File: src/rtl/length_prefixed_message_deframer_core_assert.svh
// Assertion macros for the deframer RTL.
`ifndef LENGTH_PREFIXED_MESSAGE_DEFRAMER_CORE_ASSERT_SVH
`define LENGTH_PREFIXED_MESSAGE_DEFRAMER_CORE_ASSERT_SVH

// Same-cycle implication, disabled during reset.
`define LPMD_ASSERT_IMPL(lbl, ante, cons) \
  lbl: assert property (@(posedge clk_i) disable iff (!rst_ni) (ante) |-> (cons)) \
    else $error("deframer assertion failed");

// Next-cycle implication, disabled during reset.
`define LPMD_ASSERT_NEXT(lbl, ante, cons) \
  lbl: assert property (@(posedge clk_i) disable iff (!rst_ni) (ante) |=> (cons)) \
    else $error("deframer assertion failed");

`endif

File: src/rtl/lpmd_pkg.sv
// Types and constants of the length-prefixed message deframer.
package lpmd_pkg;

  typedef enum logic [1:0] {
    ST_NEED_MORE  = 2'd0,
    ST_READY      = 2'd1,
    ST_COMPRESSED = 2'd2,
    ST_OVERSIZE   = 2'd3
  } status_e;

  localparam int unsigned CFG_W        = 17;
  localparam int unsigned OFFSET_W     = 16;
  localparam int unsigned MLEN_W       = 17;
  localparam int unsigned LEN_W        = 32;
  localparam logic [2:0]  HDR_FIRST    = 3'd0;
  localparam logic [2:0]  HDR_LAST     = 3'd4;
  localparam logic [CFG_W-1:0] CFG_RESET = 17'd65536;
  localparam int unsigned FIFO_DEPTH   = 2;

  typedef struct packed {
    logic       valid;
    logic [7:0] in_byte;
  } head_t;

  typedef struct packed {
    logic                accepted;
    status_e             frame_status;
    logic                is_payload;
    logic [7:0]          payload_byte;
    logic [OFFSET_W-1:0] payload_offset;
    logic [MLEN_W-1:0]   message_length;
  } result_t;

endpackage

File: src/rtl/length_prefixed_message_deframer_core.sv
// Top level of the length-prefixed message deframer: input queue plus deframing engine.
// Each accepted byte gives one result item: the byte is held in the input queue, then the engine
// takes it from the queue head and registers its result in the output result register.
// Throughput is one byte per cycle unless the output stalls, set by the header/payload update.
// Asynchronous active-low reset empties the queue, clears all framing state and the
// poison flag, and sets the maximum message length register to 65536.
module length_prefixed_message_deframer_core #(
  parameter int unsigned MAX_MESSAGE_BYTES = 65536
) (
  input  logic        clk_i,
  input  logic        rst_ni,
  input  logic        cfg_we_i,
  input  logic [16:0] cfg_wdata_i,   // max_message_len
  input  logic        s_axis_tvalid,
  output logic        s_axis_tready,
  input  logic [7:0]  s_axis_tdata,  // [7:0] in_byte
  output logic        m_axis_tvalid,
  input  logic        m_axis_tready,
  // [0] accepted, [2:1] frame_status, [10:3] payload_byte,
  // [26:11] payload_offset, [43:27] message_length, [47:44] zero
  output logic [47:0] m_axis_tdata,
  output logic        m_axis_tuser   // [0] is_payload
);
  import lpmd_pkg::*;

  head_t   head;
  logic    pop;
  result_t result;

  lpmd_fifo u_fifo (
    .clk_i   (clk_i),
    .rst_ni  (rst_ni),
    .push_i  (s_axis_tvalid),
    .data_i  (s_axis_tdata),
    .ready_o (s_axis_tready),
    .pop_i   (pop),
    .head_o  (head)
  );

  lpmd_engine #(
    .MAX_MESSAGE_BYTES (MAX_MESSAGE_BYTES)
  ) u_engine (
    .clk_i       (clk_i),
    .rst_ni      (rst_ni),
    .cfg_we_i    (cfg_we_i),
    .cfg_wdata_i (cfg_wdata_i),
    .head_i      (head),
    .pop_o       (pop),
    .out_valid_o (m_axis_tvalid),
    .out_ready_i (m_axis_tready),
    .result_o    (result)
  );

  assign m_axis_tdata = {4'd0, result.message_length, result.payload_offset,
                         result.payload_byte, result.frame_status, result.accepted};
  assign m_axis_tuser = result.is_payload;

endmodule

File: src/rtl/lpmd_fifo.sv
// Front queue: accepts input bytes and holds them for the deframing engine.
module lpmd_fifo (
  input  logic              clk_i,
  input  logic              rst_ni,
  input  logic              push_i,
  input  logic [7:0]        data_i,
  output logic              ready_o,
  input  logic              pop_i,
  output lpmd_pkg::head_t   head_o
);
  import lpmd_pkg::*;

  localparam int unsigned PTR_W = (FIFO_DEPTH > 1) ? $clog2(FIFO_DEPTH) : 1;
  localparam int unsigned CNT_W = $clog2(FIFO_DEPTH + 1);

  logic [7:0]       slot_q [FIFO_DEPTH];
  logic [PTR_W-1:0] wr_ptr_q, wr_ptr_d;
  logic [PTR_W-1:0] rd_ptr_q, rd_ptr_d;
  logic [CNT_W-1:0] count_q, count_d;
  logic             do_push, do_pop;

  assign ready_o = (count_q != CNT_W'(FIFO_DEPTH));
  assign do_push = push_i && ready_o;
  assign do_pop  = pop_i && (count_q != '0);

  assign head_o.valid   = (count_q != '0);
  assign head_o.in_byte = slot_q[rd_ptr_q];

  function automatic logic [PTR_W-1:0] ptr_inc(input logic [PTR_W-1:0] p);
    ptr_inc = (p == PTR_W'(FIFO_DEPTH - 1)) ? '0 : p + PTR_W'(1);
  endfunction

  always_comb begin
    wr_ptr_d = do_push ? ptr_inc(wr_ptr_q) : wr_ptr_q;
    rd_ptr_d = do_pop ? ptr_inc(rd_ptr_q) : rd_ptr_q;
    count_d  = count_q;
    if (do_push && !do_pop) begin
      count_d = count_q + CNT_W'(1);
    end else if (do_pop && !do_push) begin
      count_d = count_q - CNT_W'(1);
    end
  end

  always_ff @(posedge clk_i or negedge rst_ni) begin
    if (!rst_ni) begin
      wr_ptr_q <= '0;
      rd_ptr_q <= '0;
      count_q  <= '0;
    end else begin
      wr_ptr_q <= wr_ptr_d;
      rd_ptr_q <= rd_ptr_d;
      count_q  <= count_d;
    end
  end

  always_ff @(posedge clk_i) begin
    if (do_push) begin
      slot_q[wr_ptr_q] <= data_i;
    end
  end

endmodule

File: src/rtl/lpmd_engine.sv
// Back end: header parsing, payload tracking, sticky errors and the result register.
module lpmd_engine #(
  parameter int unsigned MAX_MESSAGE_BYTES = 65536
) (
  input  logic                         clk_i,
  input  logic                         rst_ni,
  input  logic                         cfg_we_i,
  input  logic [lpmd_pkg::CFG_W-1:0]   cfg_wdata_i,
  input  lpmd_pkg::head_t              head_i,
  output logic                         pop_o,
  output logic                         out_valid_o,
  input  logic                         out_ready_i,
  output lpmd_pkg::result_t            result_o
);
  import lpmd_pkg::*;
  `include "length_prefixed_message_deframer_core_assert.svh"

  localparam int unsigned FILL_W = $clog2(MAX_MESSAGE_BYTES + 1);
  localparam logic [LEN_W-1:0] MAX_LEN = LEN_W'(MAX_MESSAGE_BYTES);

  logic [CFG_W-1:0]  max_len_q;
  logic [2:0]        hdr_cnt_q, hdr_cnt_d;
  logic [7:0]        flag_q, flag_d;
  logic [LEN_W-1:0]  len_q, len_d;
  logic              in_payload_q, in_payload_d;
  logic [FILL_W-1:0] filled_q, filled_d;
  logic              poisoned_q, poisoned_d;
  logic              out_valid_q;
  result_t           res_q, res_d;

  logic [LEN_W-1:0]  cap;
  logic [LEN_W-1:0]  cfg_ext;
  logic [LEN_W-1:0]  new_len;
  logic [LEN_W-1:0]  filled_ext;
  logic [LEN_W-1:0]  filled_inc;

  assign pop_o       = head_i.valid && (!out_valid_q || out_ready_i);
  assign out_valid_o = out_valid_q;
  assign result_o    = res_q;

  assign cfg_ext    = LEN_W'(max_len_q);
  assign cap        = (cfg_ext < MAX_LEN) ? cfg_ext : MAX_LEN;
  assign new_len    = {len_q[LEN_W-9:0], head_i.in_byte};
  assign filled_ext = LEN_W'(filled_q);
  assign filled_inc = filled_ext + LEN_W'(1);

  always_comb begin
    hdr_cnt_d    = hdr_cnt_q;
    flag_d       = flag_q;
    len_d        = len_q;
    in_payload_d = in_payload_q;
    filled_d     = filled_q;
    poisoned_d   = poisoned_q;

    res_d.accepted       = 1'b1;
    res_d.frame_status   = ST_NEED_MORE;
    res_d.is_payload     = 1'b0;
    res_d.payload_byte   = '0;
    res_d.payload_offset = '0;
    res_d.message_length = '0;

    if (poisoned_q) begin
      res_d.accepted     = 1'b0;
      res_d.frame_status = ST_OVERSIZE;
    end else if (!in_payload_q) begin
      if (hdr_cnt_q == HDR_FIRST) begin
        flag_d    = head_i.in_byte;
        hdr_cnt_d = 3'd1;
      end else begin
        len_d = new_len;
        if (hdr_cnt_q != HDR_LAST) begin
          hdr_cnt_d = hdr_cnt_q + 3'd1;
        end else begin
          hdr_cnt_d = HDR_FIRST;
          // The flag is checked before the length.
          priority if (flag_q != 8'd0) begin
            poisoned_d         = 1'b1;
            res_d.frame_status = ST_COMPRESSED;
          end else if (new_len > cap) begin
            poisoned_d         = 1'b1;
            res_d.frame_status = ST_OVERSIZE;
          end else if (new_len == '0) begin
            res_d.frame_status = ST_READY;
          end else begin
            in_payload_d         = 1'b1;
            filled_d             = '0;
            res_d.message_length = new_len[MLEN_W-1:0];
          end
        end
      end
    end else begin
      res_d.is_payload     = 1'b1;
      res_d.payload_byte   = head_i.in_byte;
      res_d.payload_offset = filled_ext[OFFSET_W-1:0];
      res_d.message_length = len_q[MLEN_W-1:0];
      filled_d             = filled_inc[FILL_W-1:0];
      if (filled_inc >= len_q) begin
        in_payload_d       = 1'b0;
        filled_d           = '0;
        res_d.frame_status = ST_READY;
      end
    end
  end

  always_ff @(posedge clk_i or negedge rst_ni) begin
    if (!rst_ni) begin
      max_len_q    <= CFG_RESET;
      hdr_cnt_q    <= HDR_FIRST;
      flag_q       <= '0;
      len_q        <= '0;
      in_payload_q <= 1'b0;
      filled_q     <= '0;
      poisoned_q   <= 1'b0;
      out_valid_q  <= 1'b0;
    end else begin
      if (cfg_we_i) begin
        max_len_q <= cfg_wdata_i;
      end
      if (pop_o) begin
        hdr_cnt_q    <= hdr_cnt_d;
        flag_q       <= flag_d;
        len_q        <= len_d;
        in_payload_q <= in_payload_d;
        filled_q     <= filled_d;
        poisoned_q   <= poisoned_d;
        out_valid_q  <= 1'b1;
      end else if (out_ready_i) begin
        out_valid_q <= 1'b0;
      end
    end
  end

  always_ff @(posedge clk_i) begin
    if (pop_o) begin
      res_q <= res_d;
    end
  end

  // Once poisoned, every byte taken from the queue reports a refused oversize result.
  `LPMD_ASSERT_NEXT(a_poison_refuses, pop_o && poisoned_q,
                    out_valid_q && !res_q.accepted && res_q.frame_status == ST_OVERSIZE)
  // Header collection and payload tracking never overlap.
  `LPMD_ASSERT_IMPL(a_payload_no_header, in_payload_q, hdr_cnt_q == HDR_FIRST)
  // The payload counter stays below the message length.
  `LPMD_ASSERT_IMPL(a_fill_below_len, in_payload_q, filled_ext < len_q)
  // The poison flag never clears outside reset.
  `LPMD_ASSERT_NEXT(a_poison_sticky, poisoned_q, poisoned_q)

endmodule
File: config.mk
export PLATFORM = sky130hd
export DESIGN_NAME = length_prefixed_message_deframer_core
export DESIGN_NICKNAME = d
export VERILOG_FILES = /design/src/rtl/lpmd_pkg.sv /design/src/rtl/length_prefixed_message_deframer_core.sv /design/src/rtl/lpmd_fifo.sv /design/src/rtl/lpmd_engine.sv
export VERILOG_INCLUDE_DIRS = /design/src /design/src/rtl
export SDC_FILE = /design/constraint.sdc
export NUM_CORES = 1
export LEC_CHECK = 0
export BUFFER_PORTS_ARGS = -buffer_cell sky130_fd_sc_hd__buf_4
export CAP_MARGIN = 20
export CORE_ASPECT_RATIO = 1.25
export CORE_MARGIN = 5
export CORE_UTILIZATION = 58
export DETAILED_ROUTE_END_ITERATION = 6
export PLACE_DENSITY = 0.84
export REMOVE_ABC_BUFFERS = 1
export SYNTH_ARGS = -nofsm -noshare
export SYNTH_HDL_FRONTEND = slang
export SYNTH_SLANG_ARGS = --single-unit
File: constraint.sdc
create_clock -name clk_i -period 4.9 [get_ports clk_i]
set_clock_uncertainty 0.15 [all_clocks]
set_input_delay 0.245 -clock clk_i [delete_from_list [all_inputs] [get_ports clk_i]]
set_output_delay 0.245 -clock clk_i [all_outputs]
set_load 0.01 [all_outputs]
==> metrics.txt, run 1 <==
status completed; Endpoint, Worst Hold u_engine.max_len_q[16]; Rel. slew slack 0.340; Crit path arrival time roughly 4200 ps; post-layout power roughly 4.6 mW; cell area after synthesis 0.00695 sq mm; Worst-Skew Late Latency between 400 and 500 ps; Max Cap Violations 0; routed len/inst roughly 19 um; post-CTS setup buffer count 0; Cells after Synth 592; Seq cells post-synth approximately 150; most frequent cells in the layout 84 x buf_4, 83 x dfrtp_1, 61 x edfxtp_1; ys flop type dfrtp_1; reg-to-reg endpoint u_engine.filled_q[0]; slowest stage cell, crit path a211oi_2; final period utilization 0.810; unrepaired setup endpoints after global routing no; P&R area growth vs syn 23.4%; Post-Syn Area per Cell 11.7 sq um; DRT Wirelength roughly 17,000 um; via/cell ratio 5.85; n_diodes 0; Tightest Hold Check Type in2reg; Critical Path Fanout Max 8; DRT antenna net count 0; sequential fraction of the synthesis area 0.567; die area between 0.01 and 0.015 sq mm; Slew @ Worst Pin 989 ps; crit-path max cell delay 610 ps; Vias 5,127; FMAX about 0.25 GHz; vias in the first global route around 5,300; asr flop ratio synth 0.579; Final Hold Viols 0; initial core utilization 0.595; R2R Path Start u_engine.filled_q[0]; global route overflow 0; Worst Hold Slack between 50 and 60 ps; Yosys top cell by area dfrtp_1; Setup TNS Final 0 ps; CTS H-tree depth 4; Hold Crit Depth 2; most common cell after layout, fill and taps aside buf_4; Overall Global Routing Usage 0.244; Setup violations, final 0; r2r worst-path depth 13; Post-layout nets slightly below 800; DP HPWL ~11,000 um; die width 108 um; initial antenna violation count 0; Initial DRC Count 389; hold path startpoint cfg_we_i; clock sinks ~150; # DRC 0; CTS clk-pin slew, worst paths around 60 ps; first-pass GRT wire length roughly 27,000 um; most area-consuming cells after synthesis dfrtp_1 30%, edfxtp_1 26%, ha_1 7.0%, mux2_2 5.4%, nand2_1 2.8%; WS Path Type reg2reg; Ys Warns 0; share of layout cells above drive strength 1 0.243; Cell variety after synth 56; Clock Tree Buf Depth 2; Pwr Density 538 mW/mm^2; critical path endpoint category flip-flop; Leak Pwr around 3.8 nW; crit path launch type flip-flop; worst reg-to-reg setup slack slightly above 900 ps; CTS root buffer clkbuf_16; fin crit period just under 4000 ps; Row Count 44; routability congestion estimate roughly 0.85; Data required, critical path just over 5000 ps; largest net degree at the start of global routing 85; core area roughly 0.012 sq mm; top cell type's share of synthesized area 0.299; EDFF count, synth between 60 and 70; Die Ht approximately 130 um; maximum VDD drop 0.347 mV; number of CTS-inserted buffers 17; Max Slew Vio Count 0; port bufs between 70 and 80; critical path, cell by cell ha_1, nand3_1, nor4_1, buf_4, nand3_1, xnor2_1, ha_1, nand2_1, o21ai_0, a2111oi_2, o311ai_1, a211oi_2, mux2_2; Ports just over 80; Initial DRT Pass Iterations 5; CTS tree yes
## report_power, final
| part | switching (mW) | internal, mW |
|---|---|---|
| registers | 0.274 | 1.69 |
| clock network | 0.502 | 0.748 |
| logic | 0.813 | 0.582 |
| total | 1.59 | 3.02 |
## routing by layer
metal  wire length, um  up-vias  global-route usage  share of wire
li1                  -     2367                   -              -
met3              1020       55              0.0524          0.061
met5                 0        -                   0              0
met2              8610      238               0.411           0.52
met4               637        0               0.115          0.038
met1              6370     2467               0.295           0.38
## per-stage QoR
stage	cells	worst slack, ps	util	area (sq um)
after CTS	874	919	0.730	8520
after global placement	814	1010	0.657	7660
final	876	933	0.734	8570
after detailed placement	814	982	0.657	7660
after global routing	876	667	0.734	8570
after floorplan	569	-492	-	6830
## critical path, delay by kind of cell, from the launching register on
| kind | cells | cell delay [ps] |
|---|---|---|
| adder cells (fa/ha/maj) | 2 | 500 |
| XOR/XNOR | 1 | 200 |
| buffers and inverters | 1 | 190 |
| AND/OR/NAND/NOR | 4 | 700 |
| AO/OA/AOI/OAI | 4 | 1470 |
| flip-flops | 1 | 440 |
| multiplexers | 1 | 260 |
## cells in the mapped netlist, types with 2 or more instances
library cell	instances
a22o_2	12
a21oi_1	27
inv_1	35
nand2b_1	4
a2111oi_2	2
buf_2	4
o21ai_0	27
nor2b_1	6
and4_1	2
dfrtp_1	83
nand2_1	52
clkbuf_1	15
a21o_1	2
a22o_1	4
mux2i_1	9
nor3_1	12
a211oi_1	2
nand3_1	12
nor2_1	46
edfxtp_1	61
and3_1	18
nor4_1	9
xor2_1	5
a211oi_2	2
o22ai_1	17
xnor2_1	14
o21a_1	2
ha_1	39
mux2_2	33
buf_4	5
nand4_1	6
## state kept, by name, summed over array words and instances (netlist names), 2 cells and up
name,count
u_engine.filled_q,17
u_engine.flag_q,8
u_engine.hdr_cnt_q,3
u_engine.len_q,32
u_engine.max_len_q,17
u_engine.result_o,45
u_fifo.count_q,2
u_fifo.slot_q,16
## final cells by class
type / count / area [sq um]
clock buffer: 19 / 433
tap: 161 / 201
clock inverter: 13 / 138
sequential: 145 / 3940
inverter: 36 / 135
fill: 791 / 3100
multi-input combinational: 388 / 2760
timing repair buffer: 114 / 966
## worst max-delay path by stage
stage	from	endpoint	slack (ps)	depth (start not counted)
floorplan	u_engine.out_valid_o	u_engine.len_q[18]	-490	6
global placement	u_engine.filled_q[0]	u_engine.filled_q[0]	1010	13
detailed placement	u_engine.filled_q[0]	u_engine.filled_q[0]	980	13
CTS	u_engine.filled_q[0]	u_engine.filled_q[0]	920	13
global route	u_engine.filled_q[0]	u_engine.filled_q[0]	670	13
finish	u_engine.filled_q[0]	u_engine.filled_q[0]	930	13
## kinds of logic (layout without fill, tap and decap cells)
kind of cell    Yosys count  after routing  synth area share
compound gates          113            113             0.115
xor+xnor                 19             19            0.0240
fa+ha+maj                39             39            0.0703
buf+inv                  62            182            0.0380
flops                   145            145             0.567
mux                      42             42            0.0665
other cells               1              4          0.000540
simple gates            171            171             0.119
## timing repair
| item | 4_1_cts | 5_1_grt |
|---|---|---|
| hold buffers | 28 | 0 |
| gates resized for setup | 0 | 0 |
| endpoints found under the hold margin | 118 | 0 |
No activity file was read; power rests on OpenSTA's default activity.
==> inputs of run 2 (changes only) <==
--- a/config.mk
+++ b/config.mk
@@ -6,13 +6,14 @@
 export SDC_FILE = /design/constraint.sdc
 export NUM_CORES = 1
 export LEC_CHECK = 0
+export ABC_AREA = 1
 export BUFFER_PORTS_ARGS = -buffer_cell sky130_fd_sc_hd__buf_4
 export CAP_MARGIN = 20
 export CORE_ASPECT_RATIO = 1.25
 export CORE_MARGIN = 5
-export CORE_UTILIZATION = 58
+export CORE_UTILIZATION = 53
 export DETAILED_ROUTE_END_ITERATION = 6
-export PLACE_DENSITY = 0.84
+export PLACE_DENSITY = 0.81
 export REMOVE_ABC_BUFFERS = 1
 export SYNTH_ARGS = -nofsm -noshare
 export SYNTH_HDL_FRONTEND = slang
==> constraint.sdc (replaced) <==
create_clock -name clk_i -period 3.4 [get_ports clk_i]
set_clock_uncertainty 0.15 [all_clocks]
set_input_delay 0.17 -clock clk_i [delete_from_list [all_inputs] [get_ports clk_i]]
set_output_delay 0.17 -clock clk_i [all_outputs]
set_load 0.01 [all_outputs]
==> metrics.txt, run 2 <==
status complete, but fails checks (was completed); failing checks negative setup slack; DRT Wirelength 18,500 um (was 16,600 um); Post-synth top cells 175 x nand2_1, 103 x inv_1, 101 x nor2_1 (was 83 x dfrtp_1, 61 x edfxtp_1, 52 x nand2_1); worst reg-to-reg setup slack -40 ps (was 930 ps); switching pwr 1.65 mW (was 1.59 mW); core area 0.0138 sq mm (was 0.0117 sq mm); Initial DRT Pass Iterations 5 (unchanged); most common cell in the synthesized netlist nand2_1 (was dfrtp_1); die width 115 um (was 108 um); Clock Tree Buf Depth 2 (unchanged); placed cells 1,040 (was 814); most area-consuming cells after synthesis dfrtp_1 28%, edfxtp_1 25%, nand2_1 8.9%, ha_1 6.6%, inv_1 5.2% (was dfrtp_1 30%, edfxtp_1 26%, ha_1 7.0%, mux2_2 5.4%, nand2_1 2.8%); unrepaired setup endpoints after global routing yes (was no); asr flop ratio synth 0.579 (unchanged); vias in the first global route 5,900 (was 5,307); Vias 6,169 (was 5,127); cell area after synthesis 0.00737 sq mm (was 0.00695 sq mm); Worst-Skew Late Latency 420 ps (about the same); post-layout power 5.57 mW (was 4.61 mW); Final Hold Viols 0 (unchanged); Pint 3.92 mW (was 3.02 mW); EDFF count, synth 61 (unchanged); Reg area 0.00394 sq mm (about the same); routed len/inst 16.5 um (was 19.0 um); top cell type's share of synthesized area 0.282 (was 0.299); Ports 81 (unchanged); # DRC 0 (unchanged); clock sinks 145 (unchanged); fin crit period 3440 ps (was 3970 ps); P&R area growth vs syn 27.3% (was 23.4%); share of layout cells above drive strength 1 0.224 (was 0.243); Initial DRC Count 496 (was 389); FMAX 0.291 GHz (was 0.252 GHz); n_diodes 0 (unchanged); clock share of power 0.340 (was 0.271); die area 0.0164 sq mm (was 0.0143 sq mm); ys flop type dfrtp_1 (unchanged); Slew @ Worst Pin 685 ps (was 989 ps); Ys Warns 0 (unchanged); Max Slew Vio Count 0 (unchanged); number of CTS-inserted buffers 17 (unchanged); via/cell ratio 5.49 (was 5.85); max reg flops 45 (unchanged); CTS tree yes (unchanged); Rel. slew slack 0.542 (was 0.340); global route overflow 0 (unchanged); DP HPWL 11,800 um (was 11,300 um); crit path launch type flip-flop (unchanged); Worst Hold Slack 25.4 ps (was 56.1 ps); Setup WS post-layout -41.8 ps (was 933 ps); Cell variety after synth 45 (was 56); critical path endpoint category flip-flop (unchanged); CTS root buffer clkbuf_16 (unchanged); CTS H-tree depth 4 (unchanged); maximum VDD drop 0.713 mV (was 0.347 mV); Overall Global Routing Usage 0.219 (was 0.244); routability congestion estimate 0.917 (was 0.854); Data required, critical path 3610 ps (was 5110 ps); Leak Pwr 4.42 nW (was 3.76 nW); Die Ht 142 um (was 132 um); Pwr Density 593 mW/mm^2 (was 538 mW/mm^2); largest net degree at the start of global routing 85 (unchanged); sequential fraction of the synthesis area 0.534 (was 0.567); Post-layout nets 1,005 (was 771); Post-Syn Area per Cell 9.20 sq um (was 11.7 sq um); switch share 0.296 (was 0.345); final period utilization 1.01 (was 0.810); Row Count 48 (was 44); Setup violations, final 5 (was 0); DRT antenna net count 0 (unchanged); Max Cap Violations 0 (unchanged); area of the multi-input gates 0.00303 sq mm (was 0.00276 sq mm); Crit path arrival time 3650 ps (was 4170 ps); initial core utilization 0.536 (was 0.595); Yosys top cell by area dfrtp_1 (unchanged); sequential share of power 0.423 (was 0.426); Critical Path Fanout Max 8 (unchanged); most common cell after layout, fill and taps aside nand2_1 (was buf_4); initial antenna violation count 0 (unchanged); Tightest Hold Check Type in2async (was in2reg); port bufs 76 (unchanged); Seq cells post-synth 145 (unchanged); Setup TNS Final -98.5 ps (was 0 ps); final std cells w/o fill 1,124 (was 876); Cells after Synth 801 (was 592); CP Launch Point u_engine.filled_q[0] (unchanged); most frequent cells in the layout 173 x nand2_1, 104 x buf_4, 100 x inv_1 (was 84 x buf_4, 83 x dfrtp_1, 61 x edfxtp_1); Fillers 1,000 (was 791); CTS clk-pin slew, worst paths 70 ps (was 60 ps); Comb pwr share 0.237 (was 0.303); WS Path Type reg2reg (unchanged); R2R Path Start u_engine.filled_q[0] (unchanged); first-pass GRT wire length 28,200 um (was 27,000 um)
-- run 2: changes by cell type in the layout (fill, tap and decap cells not counted), sizes merged, moves of 17 or more --
| cell | before | now |
|---|---|---|
| buf | 86 | 107 |
| inv | 37 | 108 |
| nand2 | 52 | 187 |
| o21ai | 28 | 46 |
| and3 | 18 | 1 |
| nor2 | 46 | 105 |
| mux2 | 33 | 15 |
| nand3 | 12 | 40 |
-- run 2: logic make-up (layout without fill, tap and decap cells) --
kind of cell    count (synthesis)  in the layout  share of synthesized area
fa+ha+maj                      39             39                     0.0662
simple gates                  361            361                      0.211
mux                            15             15                     0.0229
flops                         145            145                      0.534
xor+xnor                       12             12                     0.0143
other cells                     1              4                   0.000509
buf+inv                       135            280                     0.0786
compound gates                 93             93                     0.0725
-- run 2: power by group through the flow --
stage,clock network [mW],registers (mW),logic (mW)
floorplan,0,2.49,0.550
global placement,0,2.38,1.26
detailed placement,0,2.39,1.29
CTS,1.89,2.36,1.33
global route,1.99,2.39,1.46
finish,1.89,2.36,1.32
-- run 2: cell type report --
type                            instances  area share
Timing Repair Buffer                  140       0.128
Multi-Input combinational cell        524       0.323
Clock inverter                         14      0.0176
Inverter                              108      0.0432
Clock buffer                           18      0.0457
Tap cell                              175      0.0233
Sequential cell                       145       0.420
-- run 2: worst paths after layout --
path,to,cells after the start
max in group asynchronous,u_engine.max_len_q[16],3
worst min-delay path,u_engine.filled_q[14],2
worst max-delay path,u_engine.filled_q[3],21
worst max register to register,u_engine.filled_q[3],21
worst min register to register,u_fifo.count_q[0],1
min in group clk_i,u_fifo.wr_ptr_q,5
-- run 2: metal layers --
metal / track usage / part of all wire / up-vias
met4: 0.0970 / 0.043 / 0
met3: 0.0422 / 0.074 / 75
met2: 0.397 / 0.53 / 291
li1: - / - / 2894
met5: 0 / 0 / -
met1: 0.248 / 0.36 / 2909
-- run 2: worst max-delay path, stage by stage, from the launching register on --
cell and delay [ps]:
dfrtp_1 410, ha_2 210, nand2_1 80, nor2_2 110, nand4_1 170, nor2_2 200
nand3_2 120, nor2_4 130, xor2_2 180, inv_1 110, ha_4 230, nand2_4 70
o21ai_1 70, a21oi_1 120, nand2_1 70, nand2_1 70, nand4_1 200, buf_6 210
clkbuf_16 160, nor2_1 120, nand3_1 100, nand2_1 90
-- run 2: repair_timing --
item	in CTS	in global routing
endpoints found under the hold margin	117	0
gates resized for setup	0	39
endpoints found under the setup margin	0	32
buffers inserted	0	18
hold buffers	31	0
-- run 2: per-stage QoR --
stage | instance area [sq um] | setup slack, ps | utilization
after floorplan | 7210 | -685 | -
after global placement | 8110 | 278 | 0.590
after detailed placement | 8110 | 117 | 0.590
after CTS | 9010 | 73.9 | 0.655
after global routing | 9390 | -349 | 0.682
final | 9390 | -41.8 | 0.682
